File: config.mk
export PLATFORM = sky130hd
export DESIGN_NAME = sorted_key_table_with_histogram_unit
export DESIGN_NICKNAME = d
export VERILOG_FILES = /design/src/rtl/core/skt_pkg.sv /design/src/rtl/core/sorted_key_table_with_histogram_unit.sv /design/src/rtl/core/skt_ram.sv /design/src/rtl/core/skt_ctrl.sv /design/src/rtl/core/skt_datapath.sv
export VERILOG_INCLUDE_DIRS = /design/src /design/src/rtl/core
export SDC_FILE = /design/constraint.sdc
export NUM_CORES = 2
export LEC_CHECK = 0
export ABC_AREA = 1
export ABC_CLOCK_PERIOD_IN_PS = 5000
export BUFFER_PORTS_ARGS = -buffer_cell sky130_fd_sc_hd__buf_2
export CORE_MARGIN = 2
export CORE_UTILIZATION = 30
export DETAILED_ROUTE_END_ITERATION = 10
export PLACE_DENSITY = 0.44
export SLEW_MARGIN = 20
export SYNTH_ARGS = -nofsm -noshare
export SYNTH_HDL_FRONTEND = slang
export SYNTH_SLANG_ARGS = --single-unit
File: constraint.sdc
create_clock -name clock -period 5 [get_ports clock]
set_input_delay 0.25 -clock clock [delete_from_list [all_inputs] [get_ports clock]]
set_output_delay 0.25 -clock clock [all_outputs]
set_load 0.05 [all_outputs]
File: src/rtl/core/sorted_key_table_with_histogram_unit_macros.svh
// ----------------------------------------------------------------------------
// Assertion macros for the sorted key table
// Clocked assertion wrappers; empty when SYNTH is defined.
// ----------------------------------------------------------------------------
`ifndef SORTED_KEY_TABLE_WITH_HISTOGRAM_UNIT_MACROS_SVH
`define SORTED_KEY_TABLE_WITH_HISTOGRAM_UNIT_MACROS_SVH

`ifndef SYNTH
// assertion that is off while reset is high
`define SKT_ASSERT(label, clk, rst, prop, msg) \
   label: assert property (@(posedge clk) disable iff (rst) prop) else $error(msg);
// assertion that also runs through reset
`define SKT_ASSERT_NR(label, clk, prop, msg) \
   label: assert property (@(posedge clk) prop) else $error(msg);
`else
`define SKT_ASSERT(label, clk, rst, prop, msg)
`define SKT_ASSERT_NR(label, clk, prop, msg)
`endif

`endif

File: src/rtl/core/skt_pkg.sv
// ----------------------------------------------------------------------------
// skt_pkg
// Types, constants and the grade-to-bin function of the sorted key table.
// ----------------------------------------------------------------------------
package skt_pkg;

   localparam int TABLE_DEPTH_DEF = 64;
   localparam int KEY_W           = 27;
   localparam int GRADE_W         = 10;
   localparam int BIN_NUM         = 10;
   localparam int BIN_TOP         = 9;
   localparam int BIN_IDX_W       = 4;
   localparam int OUT_CNT_W       = 7;
   localparam int BIN_STEP        = 100;

   localparam logic OP_INSERT = 1'b0;
   localparam logic OP_DELETE = 1'b1;

   typedef struct packed {
      logic [KEY_W-1:0]   key;
      logic               has_grade;
      logic [GRADE_W-1:0] grade;
   } rec_type;

   localparam int REC_W = $bits(rec_type);

   // controller to datapath
   typedef struct packed {
      logic load;
      logic srch_issue;
      logic srch_update;
      logic chk_issue;
      logic chk_eval;
      logic shift_step;
      logic write_rec;
      logic commit;
   } ctl_cmd_type;

   // datapath to controller
   typedef struct packed {
      logic srch_done;
      logic found;
      logic op_delete;
      logic is_full;
      logic needs_shift;
      logic shift_more;
   } ctl_status_type;

   // integer part of a grade in hundredths, clamped to the top bin
   function automatic logic [BIN_IDX_W-1:0] bin_of(input logic [GRADE_W-1:0] grade);
      logic [BIN_IDX_W-1:0] b;
      b = '0;
      for (int k = 1; k <= BIN_TOP; k++) begin
         if (grade >= GRADE_W'(k * BIN_STEP)) begin
            b = BIN_IDX_W'(k);
         end
      end
      return b;
   endfunction

endpackage

File: src/rtl/core/sorted_key_table_with_histogram_unit.sv
// Sequence: the search makes at most ceil(log2(n+1)) probes for n records;
//   the later records are then shifted when needed, and an insert writes
//   its record. A new transaction is accepted only once busy is low; busy
//   drops in the strobe cycle. Receiver cannot stall.
// Reset: synchronous, active high; clears count and bins, not the record RAM.
// ----------------------------------------------------------------------------
// sorted_key_table_with_histogram_unit
// Sorted record table with binary search insert/delete and a 10-bin grade
// histogram; controller and datapath with a RAM based record store.
// ----------------------------------------------------------------------------
module sorted_key_table_with_histogram_unit #(
   parameter int TABLE_DEPTH = skt_pkg::TABLE_DEPTH_DEF
) (
   input  logic                              clock,
   input  logic                              reset,
   // request transaction: accepted when start is high and busy is low
   input  logic                              start,
   output logic                              busy,
   input  logic                              req_op,
   input  logic [skt_pkg::KEY_W-1:0]         req_key,
   input  logic                              req_has_grade,
   input  logic [skt_pkg::GRADE_W-1:0]       req_grade,
   // response transaction: one cycle strobe, no back pressure
   output logic                              rsp_valid,
   output logic                              rsp_found,
   output logic                              rsp_table_full,
   output logic [skt_pkg::OUT_CNT_W-1:0]     rsp_entry_count,
   output logic                              rsp_bin_changed,
   output logic [skt_pkg::BIN_IDX_W-1:0]     rsp_bin_index,
   output logic [skt_pkg::OUT_CNT_W-1:0]     rsp_bin_count
);

   // command and status between sequencer and datapath
   skt_pkg::ctl_cmd_type    cmd;
   skt_pkg::ctl_status_type status;

   // Sequencer: search probes (read, compare), check of the found position,
   // shift of the later records (pipelined read ahead / write behind),
   // record write for an insert, then commit of count and histogram.
   skt_ctrl u_ctrl (
      .clock     (clock),
      .reset     (reset),
      .start     (start),
      .status    (status),
      .cmd       (cmd),
      .busy      (busy),
      .rsp_valid (rsp_valid)
   );

   // Datapath: record RAM, search bounds, shift pointers, bins, result regs.
   // An insert of a held key reports found and changes nothing; an insert
   // of a new key into a full table is refused with table_full set.
   skt_datapath #(
      .TABLE_DEPTH (TABLE_DEPTH)
   ) u_datapath (
      .clock           (clock),
      .reset           (reset),
      .cmd             (cmd),
      .status          (status),
      .req_op          (req_op),
      .req_key         (req_key),
      .req_has_grade   (req_has_grade),
      .req_grade       (req_grade),
      .rsp_found       (rsp_found),
      .rsp_table_full  (rsp_table_full),
      .rsp_entry_count (rsp_entry_count),
      .rsp_bin_changed (rsp_bin_changed),
      .rsp_bin_index   (rsp_bin_index),
      .rsp_bin_count   (rsp_bin_count)
   );

endmodule

File: src/rtl/core/skt_ram.sv
// ----------------------------------------------------------------------------
// skt_ram
// Generic simple dual-port RAM, one write and one registered read port.
// ----------------------------------------------------------------------------
module skt_ram #(
   parameter int WIDTH = 8,
   parameter int DEPTH = 64
) (
   input  logic                     clock,
   input  logic                     wr_en,
   input  logic [$clog2(DEPTH)-1:0] wr_addr,
   input  logic [WIDTH-1:0]         wr_data,
   input  logic                     rd_en,
   input  logic [$clog2(DEPTH)-1:0] rd_addr,
   output logic [WIDTH-1:0]         rd_data
);

   logic [WIDTH-1:0] mem_ff [DEPTH];
   logic [WIDTH-1:0] rd_data_ff;

   always_ff @(posedge clock) begin
      if (wr_en) begin
         mem_ff[wr_addr] <= wr_data;
      end
      if (rd_en) begin
         rd_data_ff <= mem_ff[rd_addr];
      end
   end

   assign rd_data = rd_data_ff;

endmodule

File: src/rtl/core/skt_ctrl.sv
// ----------------------------------------------------------------------------
// skt_ctrl
// Sequencer: search, position check, shift, write and commit of a transaction.
// ----------------------------------------------------------------------------
`include "sorted_key_table_with_histogram_unit_macros.svh"

module skt_ctrl (
   input  logic                    clock,
   input  logic                    reset,
   input  logic                    start,
   input  skt_pkg::ctl_status_type status,
   output skt_pkg::ctl_cmd_type    cmd,
   output logic                    busy,
   output logic                    rsp_valid
);

   typedef enum logic [2:0] {
      IDLE,
      SRCH_RD,
      SRCH_CMP,
      CHK_RD,
      CHK_EVAL,
      SHIFT,
      WRITE,
      FINISH
   } state_type;

   state_type state_ff, state_in;
   logic      rsp_valid_ff, rsp_valid_in;

   always_comb begin
      state_in     = state_ff;
      rsp_valid_in = 1'b0;
      cmd          = '0;
      unique case (state_ff)
         IDLE: begin
            if (start) begin
               cmd.load = 1'b1;
               state_in = SRCH_RD;
            end
         end
         SRCH_RD: begin
            if (status.srch_done) begin
               state_in = CHK_RD;
            end else begin
               cmd.srch_issue = 1'b1;
               state_in       = SRCH_CMP;
            end
         end
         SRCH_CMP: begin
            cmd.srch_update = 1'b1;
            state_in        = SRCH_RD;
         end
         CHK_RD: begin
            cmd.chk_issue = 1'b1;
            state_in      = CHK_EVAL;
         end
         CHK_EVAL: begin
            cmd.chk_eval = 1'b1;
            if (status.op_delete) begin
               if (status.found && status.needs_shift) begin
                  state_in = SHIFT;
               end else begin
                  state_in = FINISH;
               end
            end else if (status.found || status.is_full) begin
               state_in = FINISH;
            end else if (status.needs_shift) begin
               state_in = SHIFT;
            end else begin
               state_in = WRITE;
            end
         end
         SHIFT: begin
            cmd.shift_step = 1'b1;
            if (!status.shift_more) begin
               state_in = status.op_delete ? FINISH : WRITE;
            end
         end
         WRITE: begin
            cmd.write_rec = 1'b1;
            state_in      = FINISH;
         end
         FINISH: begin
            cmd.commit   = 1'b1;
            rsp_valid_in = 1'b1;
            state_in     = IDLE;
         end
         default: begin
            state_in = IDLE;
         end
      endcase
   end

   always_ff @(posedge clock) begin
      if (reset) begin
         state_ff     <= IDLE;
         rsp_valid_ff <= 1'b0;
      end else begin
         state_ff     <= state_in;
         rsp_valid_ff <= rsp_valid_in;
      end
   end

   assign busy      = (state_ff != IDLE);
   assign rsp_valid = rsp_valid_ff;

   `SKT_ASSERT(a_accept_busy, clock, reset, (start && !busy) |=> busy, "accept did not raise busy")
   `SKT_ASSERT(a_rsp_idle, clock, reset, rsp_valid |-> !busy, "strobe while busy")
   `SKT_ASSERT(a_rsp_once, clock, reset, rsp_valid |=> !rsp_valid, "strobe held two cycles")
   `SKT_ASSERT_NR(a_reset_idle, clock, reset |=> (!busy && !rsp_valid), "not idle after reset")

endmodule

File: src/rtl/core/skt_datapath.sv
// ----------------------------------------------------------------------------
// skt_datapath
// Record store, search bounds, shift pointers, histogram and result registers.
// ----------------------------------------------------------------------------
`include "sorted_key_table_with_histogram_unit_macros.svh"

module skt_datapath #(
   parameter int TABLE_DEPTH = skt_pkg::TABLE_DEPTH_DEF
) (
   input  logic                              clock,
   input  logic                              reset,
   input  skt_pkg::ctl_cmd_type              cmd,
   output skt_pkg::ctl_status_type           status,
   input  logic                              req_op,
   input  logic [skt_pkg::KEY_W-1:0]         req_key,
   input  logic                              req_has_grade,
   input  logic [skt_pkg::GRADE_W-1:0]       req_grade,
   output logic                              rsp_found,
   output logic                              rsp_table_full,
   output logic [skt_pkg::OUT_CNT_W-1:0]     rsp_entry_count,
   output logic                              rsp_bin_changed,
   output logic [skt_pkg::BIN_IDX_W-1:0]     rsp_bin_index,
   output logic [skt_pkg::OUT_CNT_W-1:0]     rsp_bin_count
);

   localparam int AW    = $clog2(TABLE_DEPTH);
   localparam int CNT_W = $clog2(TABLE_DEPTH + 1);
   localparam logic [CNT_W-1:0] DEPTH_C = CNT_W'(TABLE_DEPTH);
   localparam logic [CNT_W-1:0] ONE_C   = CNT_W'(1);

   // latched request
   logic                        op_ff;
   logic [skt_pkg::KEY_W-1:0]   key_ff;
   logic                        hasg_ff;
   logic [skt_pkg::GRADE_W-1:0] grade_ff;

   // search and shift
   logic [CNT_W-1:0] lo_ff, lo_in;
   logic [CNT_W-1:0] hi_ff, hi_in;
   logic [CNT_W-1:0] mid_ff, mid;
   logic [CNT_W-1:0] ptr_ff, ptr_in;
   logic [CNT_W-1:0] rem_ff, rem_in;
   logic             pend_ff, pend_in;
   logic [AW-1:0]    pend_addr_ff, pend_addr_in;

   // check result of the located entry
   logic                        found_ff;
   logic                        old_hasg_ff;
   logic [skt_pkg::GRADE_W-1:0] old_grade_ff;
   logic                        found_now;

   // state
   logic [CNT_W-1:0] count_ff, count_in;
   logic [CNT_W-1:0] bins_ff [skt_pkg::BIN_NUM];

   // RAM port
   logic                     wr_en, rd_en;
   logic [AW-1:0]            wr_addr, rd_addr;
   logic [skt_pkg::REC_W-1:0] wr_data, rd_data;
   skt_pkg::rec_type         rd_rec, new_rec;

   // commit
   logic                           ins_ok, del_ok, is_full, chg;
   logic [skt_pkg::BIN_IDX_W-1:0]  bin_sel;
   logic [CNT_W-1:0]               bin_cur, bin_new;

   // result registers
   logic                           rsp_found_ff, rsp_full_ff, rsp_chg_ff;
   logic [skt_pkg::OUT_CNT_W-1:0]  rsp_count_ff, rsp_bcnt_ff;
   logic [skt_pkg::BIN_IDX_W-1:0]  rsp_bidx_ff;

   assign rd_rec  = skt_pkg::rec_type'(rd_data);
   assign new_rec = '{key: key_ff, has_grade: hasg_ff, grade: grade_ff};
   assign mid     = lo_ff + ((hi_ff - lo_ff) >> 1);
   assign is_full = (count_ff == DEPTH_C);
   assign found_now = (lo_ff < count_ff) && (rd_rec.key == key_ff);

   assign status.srch_done   = (lo_ff >= hi_ff);
   assign status.found       = found_now;
   assign status.op_delete   = (op_ff == skt_pkg::OP_DELETE);
   assign status.is_full     = is_full;
   assign status.needs_shift = (op_ff == skt_pkg::OP_DELETE) ?
                               ((count_ff - lo_ff) > ONE_C) : (count_ff != lo_ff);
   assign status.shift_more  = (rem_ff != '0);

   // bounds, pointers and RAM port
   always_comb begin
      lo_in        = lo_ff;
      hi_in        = hi_ff;
      ptr_in       = ptr_ff;
      rem_in       = rem_ff;
      pend_in      = pend_ff;
      pend_addr_in = pend_addr_ff;
      rd_en        = 1'b0;
      rd_addr      = lo_ff[AW-1:0];
      wr_en        = 1'b0;
      wr_addr      = lo_ff[AW-1:0];
      wr_data      = new_rec;
      if (cmd.load) begin
         lo_in = '0;
         hi_in = count_ff;
      end
      if (cmd.srch_issue) begin
         rd_en   = 1'b1;
         rd_addr = mid[AW-1:0];
      end
      if (cmd.srch_update) begin
         if (rd_rec.key < key_ff) begin
            lo_in = mid_ff + ONE_C;
         end else begin
            hi_in = mid_ff;
         end
      end
      if (cmd.chk_issue) begin
         rd_en   = 1'b1;
         rd_addr = lo_ff[AW-1:0];
      end
      if (cmd.chk_eval) begin
         pend_in = 1'b0;
         if (op_ff == skt_pkg::OP_DELETE) begin
            ptr_in = lo_ff + ONE_C;
            rem_in = count_ff - lo_ff - ONE_C;
         end else begin
            ptr_in = count_ff - ONE_C;
            rem_in = count_ff - lo_ff;
         end
      end
      if (cmd.shift_step) begin
         // read one entry ahead, write the one read last cycle
         if (pend_ff) begin
            wr_en   = 1'b1;
            wr_addr = pend_addr_ff;
            wr_data = rd_data;
         end
         if (rem_ff != '0) begin
            rd_en   = 1'b1;
            rd_addr = ptr_ff[AW-1:0];
            rem_in  = rem_ff - ONE_C;
            pend_in = 1'b1;
            if (op_ff == skt_pkg::OP_DELETE) begin
               ptr_in       = ptr_ff + ONE_C;
               pend_addr_in = ptr_ff[AW-1:0] - AW'(1);
            end else begin
               ptr_in       = ptr_ff - ONE_C;
               pend_addr_in = ptr_ff[AW-1:0] + AW'(1);
            end
         end else begin
            pend_in = 1'b0;
         end
      end
      if (cmd.write_rec) begin
         wr_en   = 1'b1;
         wr_addr = lo_ff[AW-1:0];
         wr_data = new_rec;
      end
   end

   // commit of count and histogram
   always_comb begin
      ins_ok  = (op_ff == skt_pkg::OP_INSERT) && !found_ff && !is_full;
      del_ok  = (op_ff == skt_pkg::OP_DELETE) && found_ff;
      bin_sel = ins_ok ? skt_pkg::bin_of(grade_ff) : skt_pkg::bin_of(old_grade_ff);
      chg     = (ins_ok && hasg_ff) || (del_ok && old_hasg_ff);
      bin_cur = bins_ff[bin_sel];
      if (ins_ok) begin
         bin_new = bin_cur + ONE_C;
      end else if (bin_cur != '0) begin
         bin_new = bin_cur - ONE_C;
      end else begin
         bin_new = bin_cur;
      end
      if (ins_ok) begin
         count_in = count_ff + ONE_C;
      end else if (del_ok) begin
         count_in = count_ff - ONE_C;
      end else begin
         count_in = count_ff;
      end
   end

   always_ff @(posedge clock) begin
      if (reset) begin
         count_ff <= '0;
         pend_ff  <= 1'b0;
         for (int b = 0; b < skt_pkg::BIN_NUM; b++) begin
            bins_ff[b] <= '0;
         end
      end else begin
         pend_ff <= pend_in;
         if (cmd.commit) begin
            count_ff <= count_in;
            if (chg) begin
               bins_ff[bin_sel] <= bin_new;
            end
         end
      end
   end

   always_ff @(posedge clock) begin
      if (cmd.load) begin
         op_ff    <= req_op;
         key_ff   <= req_key;
         hasg_ff  <= req_has_grade;
         grade_ff <= req_grade;
      end
      if (cmd.srch_issue) begin
         mid_ff <= mid;
      end
      if (cmd.chk_eval) begin
         found_ff     <= found_now;
         old_hasg_ff  <= rd_rec.has_grade;
         old_grade_ff <= rd_rec.grade;
      end
      if (cmd.commit) begin
         rsp_found_ff <= found_ff;
         rsp_full_ff  <= (op_ff == skt_pkg::OP_INSERT) && !found_ff && is_full;
         rsp_count_ff <= skt_pkg::OUT_CNT_W'(count_in);
         rsp_chg_ff   <= chg;
         rsp_bidx_ff  <= chg ? bin_sel : '0;
         rsp_bcnt_ff  <= chg ? skt_pkg::OUT_CNT_W'(bin_new) : '0;
      end
      lo_ff        <= lo_in;
      hi_ff        <= hi_in;
      ptr_ff       <= ptr_in;
      rem_ff       <= rem_in;
      pend_addr_ff <= pend_addr_in;
   end

   skt_ram #(
      .WIDTH (skt_pkg::REC_W),
      .DEPTH (TABLE_DEPTH)
   ) u_store (
      .clock   (clock),
      .wr_en   (wr_en),
      .wr_addr (wr_addr),
      .wr_data (wr_data),
      .rd_en   (rd_en),
      .rd_addr (rd_addr),
      .rd_data (rd_data)
   );

   assign rsp_found       = rsp_found_ff;
   assign rsp_table_full  = rsp_full_ff;
   assign rsp_entry_count = rsp_count_ff;
   assign rsp_bin_changed = rsp_chg_ff;
   assign rsp_bin_index   = rsp_bidx_ff;
   assign rsp_bin_count   = rsp_bcnt_ff;

   `SKT_ASSERT(a_no_rw_clash, clock, reset, (wr_en && rd_en) |-> (wr_addr != rd_addr), "shift read hits write address")
   `SKT_ASSERT(a_count_range, clock, reset, cmd.commit |=> (count_ff <= DEPTH_C), "entry count above depth")

endmodule

==> flow_metrics.tcl <==
set metrics [dict create \
    area_growth_pct 17.6 \
    via_per_inst 4.87 \
    worst_hold_startpoint "req_key[7]" \
    hold_viol_final 0 \
    routed_wl_mm 345 \
    ir_drop_mv 0.423 \
    clock-sinks 2544 \
    critPathSlowestCell "fa_1" \
    netlist_instances 9193 \
    fin_util_pct 35.4 \
    cts_tree "yes" \
    synth_cell_types 61 \
    clockBufferDepth 4 \
    path_buf_inv 8 \
    fin_worst_skew_ps 48.1 \
    ant_nets 0 \
    worst_pin_slew_ps 1120 \
    status "finished, final reports clean" \
    slew_violations 0 \
    finalWeightedCongestion 0.792 \
    start_util_pct 30.2 \
    synth-warning-count 0 \
    grt_pass1_vias 67600 \
    die_x_um 605 \
    cp-endpoint "u_datapath.u_store.rd_data[16]$_DFFE_PP_" \
    drt-initial-drc-count 6266 \
    core_area_sq_um 359000 \
    p_leak_nw 45.1 \
    critPathLaunch "u_datapath.hi_ff[0]$_DFF_P_" \
    worst-r2r-setup-slack_ps 510 \
    synth_enable_flop_cells 2505 \
    critical_path_class "flip-flop to flip-flop" \
    synth_area_leaders "edfxtp_1, nand2_1, o211ai_1" \
    path_clk_slew_ps 60 \
    reg2reg_to "u_datapath.u_store.rd_data[16]$_DFFE_PP_" \
    maxCapViolations 0 \
    syn-cell-area_sq_um 108000 \
    rows 220 \
    crit_chain "inv_1 > ha_1 > inv_1 > fa_1 > ha_1 > inv_1 > fa_1 > inv_1 > nand2_1 > o21ai_1 > o21ai_4 > buf_12 > inv_8 > buf_12 > buf_4 > o211ai_1 > nand3_1 > nand3_1 > nand3_1 > nand3_1 > nand2_1" \
    cp_top_family "buffers and inverters" \
    yosysSeqAreaShare_pct 70.2 \
    cts_resized 0 \
    drtPass1Iterations 5 \
    worstSetupStartpointType "flip-flop" \
    wl_per_cell_um 23.9 \
    yosys_register_bits 2544 \
    worstPathRequired_ps 5750 \
    grt_max_degree 120 \
    groute.usage.overall_pct 18.5 \
    insertion_delay_ps 910 \
    vias 70300 \
    grt_pass1_wl_mm 495 \
    crit_path_end_kind "flip-flop" \
    drive_gt1_share_pct 11.1 \
    hold_buffers 49 \
    boundaryPins 65 \
    min_period_over_period_pct 89.8 \
    setup_viol 0 \
    fmax_mhz 223 \
    numPortBuffers 62 \
    ff2ff_path_depth 21 \
    htree_levels 5 \
    grt_overflow 0 \
    cp.arrival_ps 5240 \
    drc 0 \
    dp_hpwl_mm 189 \
    synth_top_cell_by_area "edfxtp_1" \
    cp_num_cells 21 \
    synth_top_area_share_pct 69.4 \
    grt_antenna_before_repair 7 \
    fp.dieArea_sq_um 366000 \
    tns_ps 0 \
    synth_flop_cell "edfxtp_1" \
    die_y_um 605 \
    postSynthAreaPerCell_sq_um 11.8 \
    root_buffer "clkbuf_16" \
    worstPathMaxFanout 57 \
    slew_headroom_pct 24.4 \
    period_minus_slack_ps 4490 \
    nets 9529 \
    rsz0062_at_grt "false" \
    power_density_nw_per_um2 556 \
    r2r_start "u_datapath.hi_ff[0]$_DFF_P_" \
    postCtsSetupRepairBufs 0 \
    async_flop_share_pct 0 \
    hp-class "input port to flip-flop" \
    numCtsBuffers 294 \
    cpPeakStageDelay_ps 430 \
]
through the flow:
step / cells / hold WS (ps) / setup WS [ps] / cell area [sq um] / power (mW)
final: 14400 / 74.8 / 508 / 127000 / 70.8
after global routing: 14400 / 64.1 / 96.1 / 127000 / 74.5
after CTS: 14400 / 8.21 / 487 / 127000 / 71.4
after detailed placement: 13800 / 428 / 505 / 118000 / 50.4
after global placement: 13800 / 426 / 485 / 118000 / 50.3
after floorplan: 9206 / 349 / 513 / 108000 / 40.1
worst min path at each step:
stage / endpoint / slack [ps] / cells after the start
floorplan: u_datapath.grade_ff[2]$_DFFE_PP_ / 350 / 0
global placement: u_datapath.key_ff[12]$_DFFE_PP_ / 430 / 1
detailed placement: u_datapath.key_ff[12]$_DFFE_PP_ / 430 / 1
CTS: u_datapath.key_ff[7]$_DFFE_PP_ / 8 / 2
global route: u_datapath.key_ff[26]$_DFFE_PP_ / 60 / 2
finish: u_datapath.key_ff[7]$_DFFE_PP_ / 70 / 2
worst register-to-register path, delay by kind of cell, from the launching register on:
kind,cells,cell delay (ps)
DFF,1,340
adders and majority gates,4,1260
buffers and inverters,8,1430
AOI/OAI and AO/OA,3,440
and+or+nand+nor,6,920
Yosys cell counts, types with 3 or more instances:
master	count
nand3_1	1230
inv_2	19
o221ai_1	3
o211ai_1	878
nor2_1	204
o21ai_0	110
o31ai_1	4
nor4_1	3
o21ai_2	4
o21ai_1	6
o21a_1	4
ha_1	66
dfxtp_1	39
o22ai_1	3
nand3_2	6
fa_1	5
o21bai_1	5
clkbuf_1	136
nand4_1	11
or2_2	65
buf_4	27
nand2_2	14
edfxtp_1	2505
nand2_1	2162
buf_2	340
xor2_1	33
xnor2_1	9
nor3_1	24
buf_6	13
or2_0	4
buf_1	52
inv_1	1033
a31oi_1	8
or2_1	41
nor2_2	8
a21oi_1	68
nand3b_1	20
nand2_4	3
placed cells by master (no fill, tap or decap), types with 33 or more instances in the layout:
cell and n:
a21oi_1 68, buf_12 158, buf_2 62, buf_4 213, clkbuf_1 65, clkbuf_16 302, clkinv_1 62, clkinv_2 53
dfxtp_1 39, dlygate4sd3_1 49, edfxtp_1 2505, ha_1 66, inv_1 1030, nand2_1 2160, nand3_1 1230, nor2_1 139
nor2_4 65, o211ai_1 878, o21ai_0 75, o21ai_4 38, or2_1 41, or2_2 65, xor2_1 33
cell type report:
cell class	instances	area, sq um
clock buffer	369	7830
timing repair buffer	484	5620
inverter	1053	3990
tap	4773	5970
antenna	5	12.5
fill	35000	232000
sequential	2544	76000
clock inverter	155	1330
multi-input combinational	5039	26600
kinds of logic (layout without fill, tap and decap cells):
group	count (synthesis)	after routing	synth area share (%)
fa+ha+maj	71	71	0.855
buf+inv	1623	2061	6.21
compound gates	1110	1110	7.29
other cells	1	19	0.00346
flops	2544	2544	70.2
xor+xnor	42	42	0.340
simple gates	3802	3802	15.1
where the power goes:
| part | switching, mW | internal, mW |
|---|---|---|
| Combinational | 17.9 | 7.47 |
| Sequential | 0.257 | 24.4 |
| Clock | 8.74 | 12.1 |
| Total | 26.9 | 43.9 |
state kept, by name (all words and copies together), names as in the netlist, 3 cells and up:
name,cells
u_ctrl.state_ff,3
u_datapath.bins_ff,84
u_datapath.count_ff,7
u_datapath.grade_ff,8
u_datapath.hi_ff,7
u_datapath.key_ff,27
u_datapath.lo_ff,7
u_datapath.mid_ff,7
u_datapath.old_grade_ff,8
u_datapath.pend_addr_ff,6
u_datapath.ptr_ff,6
u_datapath.rem_ff,7
u_datapath.rsp_bin_count,7
u_datapath.rsp_bin_index,4
u_datapath.rsp_entry_count,7
u_datapath.u_store.mem_ff,2304
u_datapath.u_store.rd_data,36
routing by layer:
metal  global-route usage, %  part of all wire [%]  vias to the layer above
li1                        -                     -                    32900
met1                    26.5                    47                    35100
met2                    30.3                    46                     1848
met3                    2.09                   5.0                      409
met4                    4.01                   1.9                        0
met5                       0                     0                        -
No activity file was read; power rests on OpenSTA's default activity.
